[src/design/tps_pkg.sv]
// ----------------------------------------------------------------------------
// tps_pkg: shared types and constants of the three-point smoother
// Sample width, transaction structs, mode and register codes, fixed weights.
// ----------------------------------------------------------------------------
package tps_pkg;

    localparam int SAMPLE_W = 16;
    localparam int WEIGHT_W = 16;
    localparam int CFG_IDX_W = 2;

    // mode codes; the unused code behaves as linear
    localparam logic [1:0] MODE_LINEAR = 2'd0;
    localparam logic [1:0] MODE_MEDIAN = 2'd1;
    localparam logic [1:0] MODE_ORDER  = 2'd2;

    // register indexes
    localparam logic [CFG_IDX_W-1:0] REG_MODE          = 2'd0;
    localparam logic [CFG_IDX_W-1:0] REG_CENTER_WEIGHT = 2'd1;
    localparam logic [CFG_IDX_W-1:0] REG_SIDE_WEIGHT   = 2'd2;

    // register reset values
    localparam logic [1:0]          MODE_RESET          = MODE_LINEAR;
    localparam logic [WEIGHT_W-1:0] CENTER_WEIGHT_RESET = 16'd45875;
    localparam logic [WEIGHT_W-1:0] SIDE_WEIGHT_RESET   = 16'd9830;

    // fixed order-statistic weights, Q0.16
    localparam logic [WEIGHT_W-1:0] OS_EDGE_WEIGHT = 16'd9830;
    localparam logic [WEIGHT_W-1:0] OS_MID_WEIGHT  = 16'd45875;

    // how many samples of the current series are held
    typedef enum logic [1:0] {
        PHASE_EMPTY = 2'd0,
        PHASE_ONE   = 2'd1,
        PHASE_TWO   = 2'd2
    } phase_t;

    typedef struct packed {
        logic signed [SAMPLE_W-1:0] sample;
        logic                       last;
    } in_t;

    typedef struct packed {
        logic signed [SAMPLE_W-1:0] smoothed;
        logic                       series_end;
    } out_t;

    // one window waiting for the arithmetic stage
    typedef struct packed {
        logic signed [SAMPLE_W-1:0] a;
        logic signed [SAMPLE_W-1:0] b;
        logic signed [SAMPLE_W-1:0] c;
        logic                       pass;
        logic                       series_end;
    } job_t;

endpackage

[src/design/tps_calc.sv]
// ----------------------------------------------------------------------------
// tps_calc: window arithmetic of the three-point smoother
// Sorts the window and gives its median, a rounded and saturated weighted sum, or the centre sample.
// ----------------------------------------------------------------------------
module tps_calc (
    input  tps_pkg::job_t                        job,
    input  logic [1:0]                           mode,
    input  logic [tps_pkg::WEIGHT_W-1:0]         center_weight,
    input  logic [tps_pkg::WEIGHT_W-1:0]         side_weight,
    output logic signed [tps_pkg::SAMPLE_W-1:0]  smoothed
);
    import tps_pkg::*;

    localparam int PW = SAMPLE_W + WEIGHT_W + 2;
    localparam int AW = SAMPLE_W + WEIGHT_W + 3;
    localparam int QW = AW - WEIGHT_W;
    localparam logic signed [AW-1:0] ROUND_HALF = AW'(1) <<< (WEIGHT_W - 1);

    logic signed [SAMPLE_W-1:0] lo_ab;
    logic signed [SAMPLE_W-1:0] hi_ab;
    logic signed [SAMPLE_W-1:0] mn;
    logic signed [SAMPLE_W-1:0] mx;
    logic signed [SAMPLE_W-1:0] md;
    logic signed [SAMPLE_W:0]   side_sum;
    logic signed [SAMPLE_W-1:0] mid;
    logic signed [WEIGHT_W:0]   w_side;
    logic signed [WEIGHT_W:0]   w_mid;
    logic signed [PW-1:0]       p_side;
    logic signed [PW-1:0]       p_mid;
    logic signed [AW-1:0]       acc;
    logic signed [QW-1:0]       q;
    logic                       pos_ovf;
    logic                       neg_ovf;
    logic signed [SAMPLE_W-1:0] sat;

    // three-sample sort
    always_comb
    begin
        lo_ab = (job.a < job.b) ? job.a : job.b;
        hi_ab = (job.a < job.b) ? job.b : job.a;
        mn    = (job.c < lo_ab) ? job.c : lo_ab;
        mx    = (job.c > hi_ab) ? job.c : hi_ab;
        if (job.c <= lo_ab)
            md = lo_ab;
        else if (job.c >= hi_ab)
            md = hi_ab;
        else
            md = job.c;
    end

    // the linear and order-statistic modes share the two multipliers: side pair and middle term
    always_comb
    begin
        if (mode == MODE_ORDER)
        begin
            side_sum = (SAMPLE_W + 1)'(mn) + (SAMPLE_W + 1)'(mx);
            mid      = md;
            w_side   = signed'({1'b0, OS_EDGE_WEIGHT});
            w_mid    = signed'({1'b0, OS_MID_WEIGHT});
        end
        else
        begin
            side_sum = (SAMPLE_W + 1)'(job.a) + (SAMPLE_W + 1)'(job.c);
            mid      = job.b;
            w_side   = signed'({1'b0, side_weight});
            w_mid    = signed'({1'b0, center_weight});
        end
    end

    assign p_side = PW'(side_sum) * PW'(w_side);
    assign p_mid  = PW'(mid) * PW'(w_mid);
    assign acc    = AW'(p_side) + AW'(p_mid) + ROUND_HALF;
    assign q      = acc[AW-1:WEIGHT_W];

    assign pos_ovf = !q[QW-1] && (|q[QW-2:SAMPLE_W-1]);
    assign neg_ovf = q[QW-1] && !(&q[QW-2:SAMPLE_W-1]);

    always_comb
    begin
        if (pos_ovf)
            sat = signed'({1'b0, {(SAMPLE_W - 1){1'b1}}});
        else if (neg_ovf)
            sat = signed'({1'b1, {(SAMPLE_W - 1){1'b0}}});
        else
            sat = q[SAMPLE_W-1:0];
    end

    always_comb
    begin
        if (job.pass || (!job.series_end && 1'b0))
            smoothed = job.b;
        else if (mode == MODE_MEDIAN)
            smoothed = md;
        else
            smoothed = sat;
    end

endmodule

[src/design/three_point_smoother.sv]
// ----------------------------------------------------------------------------
// three_point_smoother: three-point median / weighted smoothing filter
// Filters a series of signed samples over a window of three, one sample late.
// ----------------------------------------------------------------------------
// Usage:
//   in_valid/in_stall carry samples with a last mark; out_valid/out_stall
//   carry filtered samples with series_end. A transaction moves when valid
//   is high and stall is low. cfg_valid/cfg_ready write mode (index 0),
//   center_weight (1) and side_weight (2); cfg_ready is always high, and
//   writes belong to idle periods only.
//   The first sample of a series gives no result unless it is also the
//   last, when it passes straight through; each later sample gives the
//   result of the one before it, and a last sample gives one more.
//   The window register loads a result's window at the edge that accepts
//   the sample completing it, and the sort, multiply and saturate logic
//   then fills the output register as it frees. The second result of a
//   last sample waits in the pending register until the window register
//   frees. Throughput: one sample per cycle while the receiver keeps up;
//   a last sample of a series that is longer than one holds in_stall high
//   while its second result enters the window register.
//   A stalled receiver holds the output register; the window register and
//   input follow as space runs out, through in_stall.
//   Reset empties the window, pending and output registers, drops any
//   partial series and restores the register defaults.
// ----------------------------------------------------------------------------
module three_point_smoother (
    input  logic                          clk,
    input  logic                          rst_n,
    input  logic                          in_valid,
    output logic                          in_stall,
    input  tps_pkg::in_t                  in_data,
    output logic                          out_valid,
    input  logic                          out_stall,
    output tps_pkg::out_t                 out_data,
    input  logic                          cfg_valid,
    output logic                          cfg_ready,
    input  logic [tps_pkg::CFG_IDX_W-1:0] cfg_index,
    input  logic [tps_pkg::WEIGHT_W-1:0]  cfg_data
);
    import tps_pkg::*;

    logic [1:0]          mode_reg;
    logic [WEIGHT_W-1:0] center_weight_reg;
    logic [WEIGHT_W-1:0] side_weight_reg;

    phase_t                     phase_reg,  phase_next;
    logic signed [SAMPLE_W-1:0] older_reg,  older_next;
    logic signed [SAMPLE_W-1:0] newer_reg,  newer_next;
    logic                       job_valid_reg,  job_valid_next;
    job_t                       job_reg,        job_next;
    logic                       pend_valid_reg, pend_valid_next;
    job_t                       pend_reg,       pend_next;
    logic                       out_valid_reg,  out_valid_next;
    out_t                       out_data_reg,   out_data_next;

    logic                       accept;
    logic                       r_ready;
    logic                       j_free;
    logic                       med;
    logic                       has0;
    logic                       has1;
    job_t                       job0;
    job_t                       job1;
    logic signed [SAMPLE_W-1:0] x;
    logic signed [SAMPLE_W-1:0] calc_out;

    assign r_ready   = !out_valid_reg || !out_stall;
    assign j_free    = !job_valid_reg || r_ready;
    assign in_stall  = pend_valid_reg || !j_free;
    assign accept    = in_valid && !in_stall;
    assign out_valid = out_valid_reg;
    assign out_data  = out_data_reg;
    assign cfg_ready = 1'b1;

    // configuration registers
    always_ff @(posedge clk or negedge rst_n)
    begin
        if (!rst_n)
        begin
            mode_reg          <= MODE_RESET;
            center_weight_reg <= CENTER_WEIGHT_RESET;
            side_weight_reg   <= SIDE_WEIGHT_RESET;
        end
        else if (cfg_valid && cfg_ready)
        begin
            unique case (cfg_index)
                REG_MODE:          mode_reg          <= cfg_data[1:0];
                REG_CENTER_WEIGHT: center_weight_reg <= cfg_data;
                REG_SIDE_WEIGHT:   side_weight_reg   <= cfg_data;
                default:           ;
            endcase
        end
    end

    // window bookkeeping: build up to two windows per accepted sample
    always_comb
    begin
        x          = in_data.sample;
        med        = (mode_reg == MODE_MEDIAN);
        has0       = 1'b0;
        has1       = 1'b0;
        job0       = '{a: x, b: x, c: x, pass: 1'b1, series_end: 1'b1};
        job1       = '{a: newer_reg, b: x, c: x, pass: med, series_end: 1'b1};
        phase_next = phase_reg;
        older_next = older_reg;
        newer_next = newer_reg;

        if (accept)
        begin
            if (phase_reg == PHASE_EMPTY)
            begin
                // a one-sample series passes straight through
                has0 = in_data.last;
                if (!in_data.last)
                begin
                    newer_next = x;
                    phase_next = PHASE_ONE;
                end
            end
            else
            begin
                has0 = 1'b1;
                if (phase_reg == PHASE_ONE)
                    job0 = '{a: newer_reg, b: newer_reg, c: x, pass: med, series_end: 1'b0};
                else
                    job0 = '{a: older_reg, b: newer_reg, c: x, pass: 1'b0, series_end: 1'b0};

                if (in_data.last)
                begin
                    has1       = 1'b1;
                    phase_next = PHASE_EMPTY;
                end
                else
                begin
                    older_next = newer_reg;
                    newer_next = x;
                    phase_next = PHASE_TWO;
                end
            end
        end
    end

    // window register and the second window of a series end
    always_comb
    begin
        job_valid_next  = job_valid_reg && !r_ready;
        job_next        = job_reg;
        pend_valid_next = pend_valid_reg;
        pend_next       = pend_reg;

        if (j_free)
        begin
            if (pend_valid_reg)
            begin
                job_next        = pend_reg;
                job_valid_next  = 1'b1;
                pend_valid_next = 1'b0;
            end
            else if (accept && has0)
            begin
                job_next        = job0;
                job_valid_next  = 1'b1;
                pend_valid_next = has1;
                pend_next       = job1;
            end
        end
    end

    tps_calc u_calc (
        .job           (job_reg),
        .mode          (mode_reg),
        .center_weight (center_weight_reg),
        .side_weight   (side_weight_reg),
        .smoothed      (calc_out)
    );

    // output register: advance whenever the receiver takes or it is empty
    always_comb
    begin
        out_valid_next = out_valid_reg;
        out_data_next  = out_data_reg;
        if (r_ready)
        begin
            out_valid_next = job_valid_reg;
            out_data_next  = '{smoothed: calc_out, series_end: job_reg.series_end};
        end
    end

    always_ff @(posedge clk or negedge rst_n)
    begin
        if (!rst_n)
        begin
            phase_reg      <= PHASE_EMPTY;
            job_valid_reg  <= 1'b0;
            pend_valid_reg <= 1'b0;
            out_valid_reg  <= 1'b0;
        end
        else
        begin
            phase_reg      <= phase_next;
            job_valid_reg  <= job_valid_next;
            pend_valid_reg <= pend_valid_next;
            out_valid_reg  <= out_valid_next;
        end
    end

    // payload: no reset needed
    always_ff @(posedge clk)
    begin
        older_reg    <= older_next;
        newer_reg    <= newer_next;
        job_reg      <= job_next;
        pend_reg     <= pend_next;
        out_data_reg <= out_data_next;
    end

    // a second window only waits behind an occupied window register
    a_pend_behind_job: assert property (@(posedge clk) disable iff (!rst_n)
        pend_valid_reg |-> job_valid_reg)
        else $error("pending window without an occupied window register");

    // a last sample that closes a longer series queues its end window
    a_last_queues_end: assert property (@(posedge clk) disable iff (!rst_n)
        (accept && in_data.last && (phase_reg != PHASE_EMPTY)) |=> pend_valid_reg)
        else $error("end window of series not queued");

    // the queued window is always the series end
    a_pend_is_end: assert property (@(posedge clk) disable iff (!rst_n)
        (pend_valid_reg && j_free) |=> (job_valid_reg && job_reg.series_end))
        else $error("queued window moved without series end");

endmodule

[config.mk]
export PLATFORM = sky130hd
export DESIGN_NAME = three_point_smoother
export DESIGN_NICKNAME = d
export VERILOG_FILES = /design/src/design/tps_pkg.sv /design/src/design/tps_calc.sv /design/src/design/three_point_smoother.sv
export SDC_FILE = /design/constraint.sdc
export NUM_CORES = 2
export LEC_CHECK = 0
export BUFFER_PORTS_ARGS = -buffer_cell sky130_fd_sc_hd__buf_2
export CAP_MARGIN = 10
export CELL_PAD_IN_SITES_DETAIL_PLACEMENT = 1
export CELL_PAD_IN_SITES_GLOBAL_PLACEMENT = 1
export CORE_ASPECT_RATIO = 2
export CORE_MARGIN = 1
export CORE_UTILIZATION = 45
export DETAILED_ROUTE_END_ITERATION = 7
export PLACE_DENSITY_LB_ADDON = 0.08
export SETUP_SLACK_MARGIN = 0.05
export SYNTH_ARGS = -nofsm -noshare
export SYNTH_HDL_FRONTEND = slang
export SYNTH_HIERARCHICAL = 1
export SYNTH_SLANG_ARGS = --single-unit
export TNS_END_PERCENT = 20
[constraint.sdc]
create_clock -name clk -period 27.2 [get_ports clk]
set_clock_uncertainty 0.2 [all_clocks]
set_input_delay 0 -clock clk [delete_from_list [all_inputs] [get_ports clk]]
set_output_delay 0 -clock clk [all_outputs]
set_load 0.02 [all_outputs]
# Word level (Yosys, flattened, before mapping)
# Cells that the tools add are included.
# W data, S select, Z words.
[op_classes]
mul = 2
add_sub_neg = 4
n_bitwise = 3
n_eq_ne = 6
n_reduce_logical = 29
div_mod_pow = 0
n_mux = 32
shifts = 0
magnitude_cmp = 5
[op_table]
columns = ["operator", "n"]
rows = [
  ["$mux W50", 5],
  ["$mux W16", 13],
  ["$add A34 B33 Y35", 1],
  ["$add A35 B17 Y35 const B", 1],
  ["$add A16 B16 Y17", 2],
  ["$mul A17 B17 Y34", 1],
  ["$mul A16 B17 Y33", 1],
  ["$lt A16 B16 Y1", 2],
  ["$mux W17", 1],
  ["$ge A16 B16 Y1", 1],
  ["$gt A16 B16 Y1", 1],
  ["$le A16 B16 Y1", 1],
  ["$reduce_and A2 Y1", 6],
  ["$mux W1", 10],
  ["$reduce_and A3 Y1", 3],
  ["$logic_not A1 Y1", 8],
  ["$eq A2 B1 Y1 const B", 3],
  ["$mux W2", 3],
  ["$logic_and A1 B1 Y1", 5],
  ["$eq A2 B2 Y1 const B", 2],
  ["$logic_not A2 Y1", 2],
  ["$logic_or A1 B1 Y1", 3],
  ["$not A1 Y1", 3],
  ["$reduce_or A3 Y1", 1],
  ["other kinds (2)", 2],
]
[totals]
wordCells = 100
in_bits = 40
output_inout_bits = 20
mem_bits_ro = 0
regBits = 171
ram_bits = 0
mem_count = 0
latch_bits = 0

# Depth between registers and ports, before layout
[depth]
depth_word = 16
mapped_depth = 64
ltp_nobuf = 59

# By module
# The synthesis kept the hierarchy.
[modules_own_cells]
columns = ["mod", "cells_each", "seq_area_each_um2", "instances", "area_per_inst_um2"]
rows = [
  ["tps_calc", 2874, 0.0, 1, 23946.7],
  ["three_point_smoother", 403, 4959.8, 1, 6480.0],
]

# Worst setup path before layout
# Ideal clock, no wire load.
[synth_timing]
path_type = "reg-to-reg"
from = "reg job_reg[25] (netlist bit)"
to = "reg out_data_reg, in the netlist out_data[10], data pin"
path_buffers = 5
synth_period_minus_slack_ns = 14.130
t_arrival_ns = 13.648
setup_ns = 0.282
required_time_ns = 26.718
slack_ns = 13.070
stages_incl_launch_ff = 60
path_cell_list = "edfxtp_1 -> clkbuf_1 -> inv_1 -> ha_1 -> nand2_1 -> nor3_1 -> a21oi_1 -> o21ai_4 -> buf_1 -> mux2i_1 -> ha_1 -> a211o_1 -> a21oi_1 -> and3_1 -> nand2b_1 -> mux2i_1 -> clkbuf_1 -> nand2_1 -> (+24 left out) -> fa_1 -> inv_1 -> fa_1 -> inv_1 -> ha_1 -> clkbuf_1 -> a21oi_1 -> o21ai_1 -> a21o_1 -> a21o_1 -> a21o_1 -> a21o_1 -> or4_1 -> nand4_2 -> nand3_2 -> buf_6 -> a221oi_2 -> a221oi_2"
[synth_between]
elab_chain_cells = 16
elab_cells_between_ends = 28
cone_classes = "add/sub: 3; mul: 2; order compare: 5; mux: 12; reduce/logical: 6"
[synth_lines]
columns = ["element", "line", "source"]
rows = [
  ["from (decl)", "three_point_smoother.sv:50", "job_t job_reg, job_next;"],
  ["from (signal assigned)", "three_point_smoother.sv:212", "job_reg <= job_next;"],
  ["$lt A16 B16 Y1", "tps_calc.sv:39, tps_calc.sv:40", ""],
  ["$mux W16, on equally long branches", "tps_calc.sv:39, tps_calc.sv:40", ""],
  ["$lt A16 B16 Y1 (tied with other cells)", "tps_calc.sv:41", "mn = (job.c < lo_ab) ? job.c : lo_ab;"],
  ["$mux W16, on equally long branches", "tps_calc.sv:41, tps_calc.sv:45, tps_calc.sv:42", ""],
  ["$add A16 B16 Y17 / $mux W16 (equally long branches)", "tps_calc.sv:56, tps_calc.sv:43", ""],
  ["$mux W17 / $mux W16 (equally long branches)", "tps_calc.sv:54", "if (mode == MODE_ORDER)"],
  ["$mul A17 B17 Y34 / $mul A16 B17 Y33 (equally long branches)", "tps_calc.sv:70, tps_calc.sv:71", ""],
  ["$add A34 B33 Y35", "tps_calc.sv:72", "assign acc = AW'(p_side) + AW'(p_mid) + ROUND_HALF;"],
  ["$add A35 B17 Y35", "tps_calc.sv:72", ""],
  ["$reduce_and A3 Y1", "tps_calc.sv:76", "assign neg_ovf = q[QW-1] && !(&q[QW-2:SAMPLE_W-1]);"],
  ["$logic_not A1 Y1", "tps_calc.sv:76", ""],
  ["$logic_and A1 B1 Y1", "tps_calc.sv:76", ""],
  ["$mux W16", "tps_calc.sv:82", "else if (neg_ovf)"],
  ["$mux W16", "tps_calc.sv:80", "if (pos_ovf)"],
  ["$mux W16 (*)", "tps_calc.sv:92", "else if (mode == MODE_MEDIAN)"],
  ["$mux W16 (*)", "tps_calc.sv:90", "if (job.pass || (!job.series_end && 1'b0))"],
  ["net calc_out[9]", "three_point_smoother.sv:65", "logic signed [SAMPLE_W-1:0] calc_out;"],
  ["to (signal assigned)", "three_point_smoother.sv:214", "out_data_reg <= out_data_next;"],
  ["to (decl)", "three_point_smoother.sv:54", "out_t out_data_reg, out_data_next;"],
]
# Mark *: on every way through the listed nets, which the timed path passes. The rest lies on a longest branch.
# A chain may end at the register's enable or synchronous reset.

# Final worst setup path
[layout_timing]
from = "reg job_reg[30] (netlist bit)"
to = "reg out_data_reg, in the netlist out_data[2], data pin"
# Same word-level chain as after synthesis.

==> summary.txt <==
Setup violators final = 0
Layout cell share with drive strength beyond 1 = 9.216%
CP most frequent cell = fa_1
Area of the multi-input gates = 0.02238 mm²
CP arrival = 18.12 ns
Die height = 369.7 µm
Synth unique cells = 91
FF+latch area = 0.004961 mm²
Leading area contributor after synthesis = fa_1
Outcome = complete, no violations
Fin crit share = 66.63%
Share of the synthesized area in the top cell type = 34.67%
Initial antenna violation count = 7
Max-cap violations = 0
Starting Density = 45.60%
Syn_nets = 4109
Post-synthesis sequential area ratio = 16.30%
Worst path slowest cell = a21oi_1
WL final = 141.7 mm
CTS tree = yes
Most common flop cell mapped by yosys = edfxtp_1
Data required, critical path = 27.20 ns
Largest stage delay, worst path = 0.97 ns
Crit path kind = reg -> reg
PortBufs = 58
Worst-Skew Late Latency = 0.49 ns
Grt ovf = 0
Largest register FFs = 50
DR WL/cell = 33.39 µm
Core area = 0.06673 mm²
First-pass GRT wire length = 203.4 mm
#FFs+latches synth = 171
Num ports = 60
Total clock sinks = 171
Pin count of the biggest net entering global routing = 68
Actual slew at the worst max-slew pin = 1.370 ns
Setup crit start kind = flop
Shortest period the worst path allows = 18.12 ns
Drt via density = 5.921
Clk slew on worst S/H paths = 0.09 ns
TNS Setup = 0 ns
Synth Instances = 3277
Global Route Usage Sum = 43.13%
Syn Std Cell Area = 0.03043 mm²
Routed Antenna Nets = 0
Root Driver = clkbuf_16
Hold Vio Cnt, Final = 0
Die Span X = 185.9 µm
Site row count = 134
Post-synth EDFFs = 132
Postcts setup bufs = 0
Post-CTS Resized = 0
Placer Congestion = 1.156
Maximum root-to-sink buffer count = 2
RSZ-0062 raised after global routing = false
Syn Area/Cell = 9.285 µm²
Maximum net fanout on the critical path = 31
Synth async-reset ratio = 22.81%
Vias in the first global route = 28900
Final net count = 4172
Setup crit end kind = flop
Vias after detailed routing = 25120
DRT Pass-1 Iters = 7
Filler instances = 7781
Htree depth = 4
Die area = 0.06872 mm²
Final max-slew violation count = 0
Hold-fix buffers at CTS = 42
Detail Placement HPWL = 120.0 mm
YS warnings = 6
Max Clk Rate = 55.18 MHz
Most common cell in the netlist = inv_1
Worst hold path class = in -> reg
Inserted Clock Buffers = 17
Drt drc = 0
Top post-synthesis cells by area = fa_1 (35%), edfxtp_1 (13%), ha_1 (11%)
Relative slew slack = 8.679%
Area added between synthesis and finish = 8.278%
R2R setup slack = 9.08 ns
DR iter-0 viols = 1583
Most frequent cells after synthesis = inv_1 (690), fa_1 (527), nor2_1 (374), nand2_1 (274), ha_1 (265)
[cells by family (layout without fill, tap and decap cells)]
| logic type | count (synthesis) | count (layout) | synth area share, % |
|---|---|---|---|
| AO/OA/AOI/OAI | 477 | 477 | 10.84 |
| XOR/XNOR | 53 | 53 | 1.550 |
| adder cells (fa/ha/maj) | 792 | 792 | 45.57 |
| buffers and inverters | 824 | 900 | 10.35 |
| flip-flops | 171 | 171 | 16.30 |
| multiplexers | 57 | 57 | 2.085 |
| other | 1 | 7 | 0.01232 |
| AND/OR/NAND/NOR | 902 | 902 | 13.29 |
[area by class of cell]
class	count	area share, %
flip-flops and latches	171	15.06
multi-input cells	2282	67.93
inverters	690	7.861
clock inverters	15	0.5203
clock buffers	17	1.291
repair buffers	178	3.935
diodes	6	0.04557
well taps	884	3.357
[path summary, 6_finish.rpt]
kind                                  start             end  cells after the start
min in group asynchronous             rst_n     mode_reg[1]                      4
worst max-delay path            job_reg[30]     out_data[2]                     55
worst min register to register   job_reg[0]     out_data[0]                      0
worst max register to register  job_reg[30]     out_data[2]                     55
worst min-delay path             in_data[1]     pend_reg[2]                      2
max in group asynchronous             rst_n  pend_valid_reg                      4
[critical path, delay by kind of cell (launching register included)]
| family | cells | cell delay [ns] |
|---|---|---|
| mux | 1 | 0.24 |
| buf+inv | 7 | 1.49 |
| compound gates | 23 | 6.28 |
| xor+xnor | 1 | 0.14 |
| simple gates | 10 | 2.27 |
| flops | 1 | 0.76 |
| fa+ha+maj | 13 | 6.40 |
[per-stage QoR]
| step | hold WS, ns | instance area, µm² | util (%) | instances | setup WS, ns |
|---|---|---|---|---|---|
| CTS | 0.01076 | 32930 | 49.34 | 4237 | 9.479 |
| global route | 0.02993 | 32940 | 49.37 | 4242 | 8.342 |
| global placement | -0.06239 | 31900 | 47.81 | 4162 | 9.912 |
| floorplan | -0.4956 | 30430 | - | 3277 | 13.07 |
| detailed placement | -0.05509 | 31910 | 47.82 | 4163 | 9.589 |
| finish | 0.03773 | 32950 | 49.37 | 4243 | 9.077 |
[placed cells by master, fill, tap and decap left out, types with 20 or more instances in the layout]
master and count:
a21o_1 46, a21oi_1 116, a221oi_2 20, and3_1 41, buf_2 58, buf_4 78
dfrtp_1 22, dlygate4sd3_1 42, edfxtp_1 132, fa_1 527, ha_1 265, inv_1 690
mux2_2 36, nand2_1 274, nand2b_1 41, nand3_1 39, nor2_1 373, nor2b_1 28
o211ai_1 20, o21ai_0 104, o21ai_1 20, or2_2 21, xnor2_1 36
[layer usage]
layer	routed length, µm	GRT usage (%)	part of all wire, %	vias up
li1	-	-	-	10530
met1	42180	39.16	30	12830
met2	71410	73.62	50	1102
met3	7634	8.750	5.4	656
met4	20380	50.36	14	6
met5	57	0	0.040	-
Power is not shown: default switching activity piles up to over one toggle a cycle in this logic, so the estimate is an artifact.
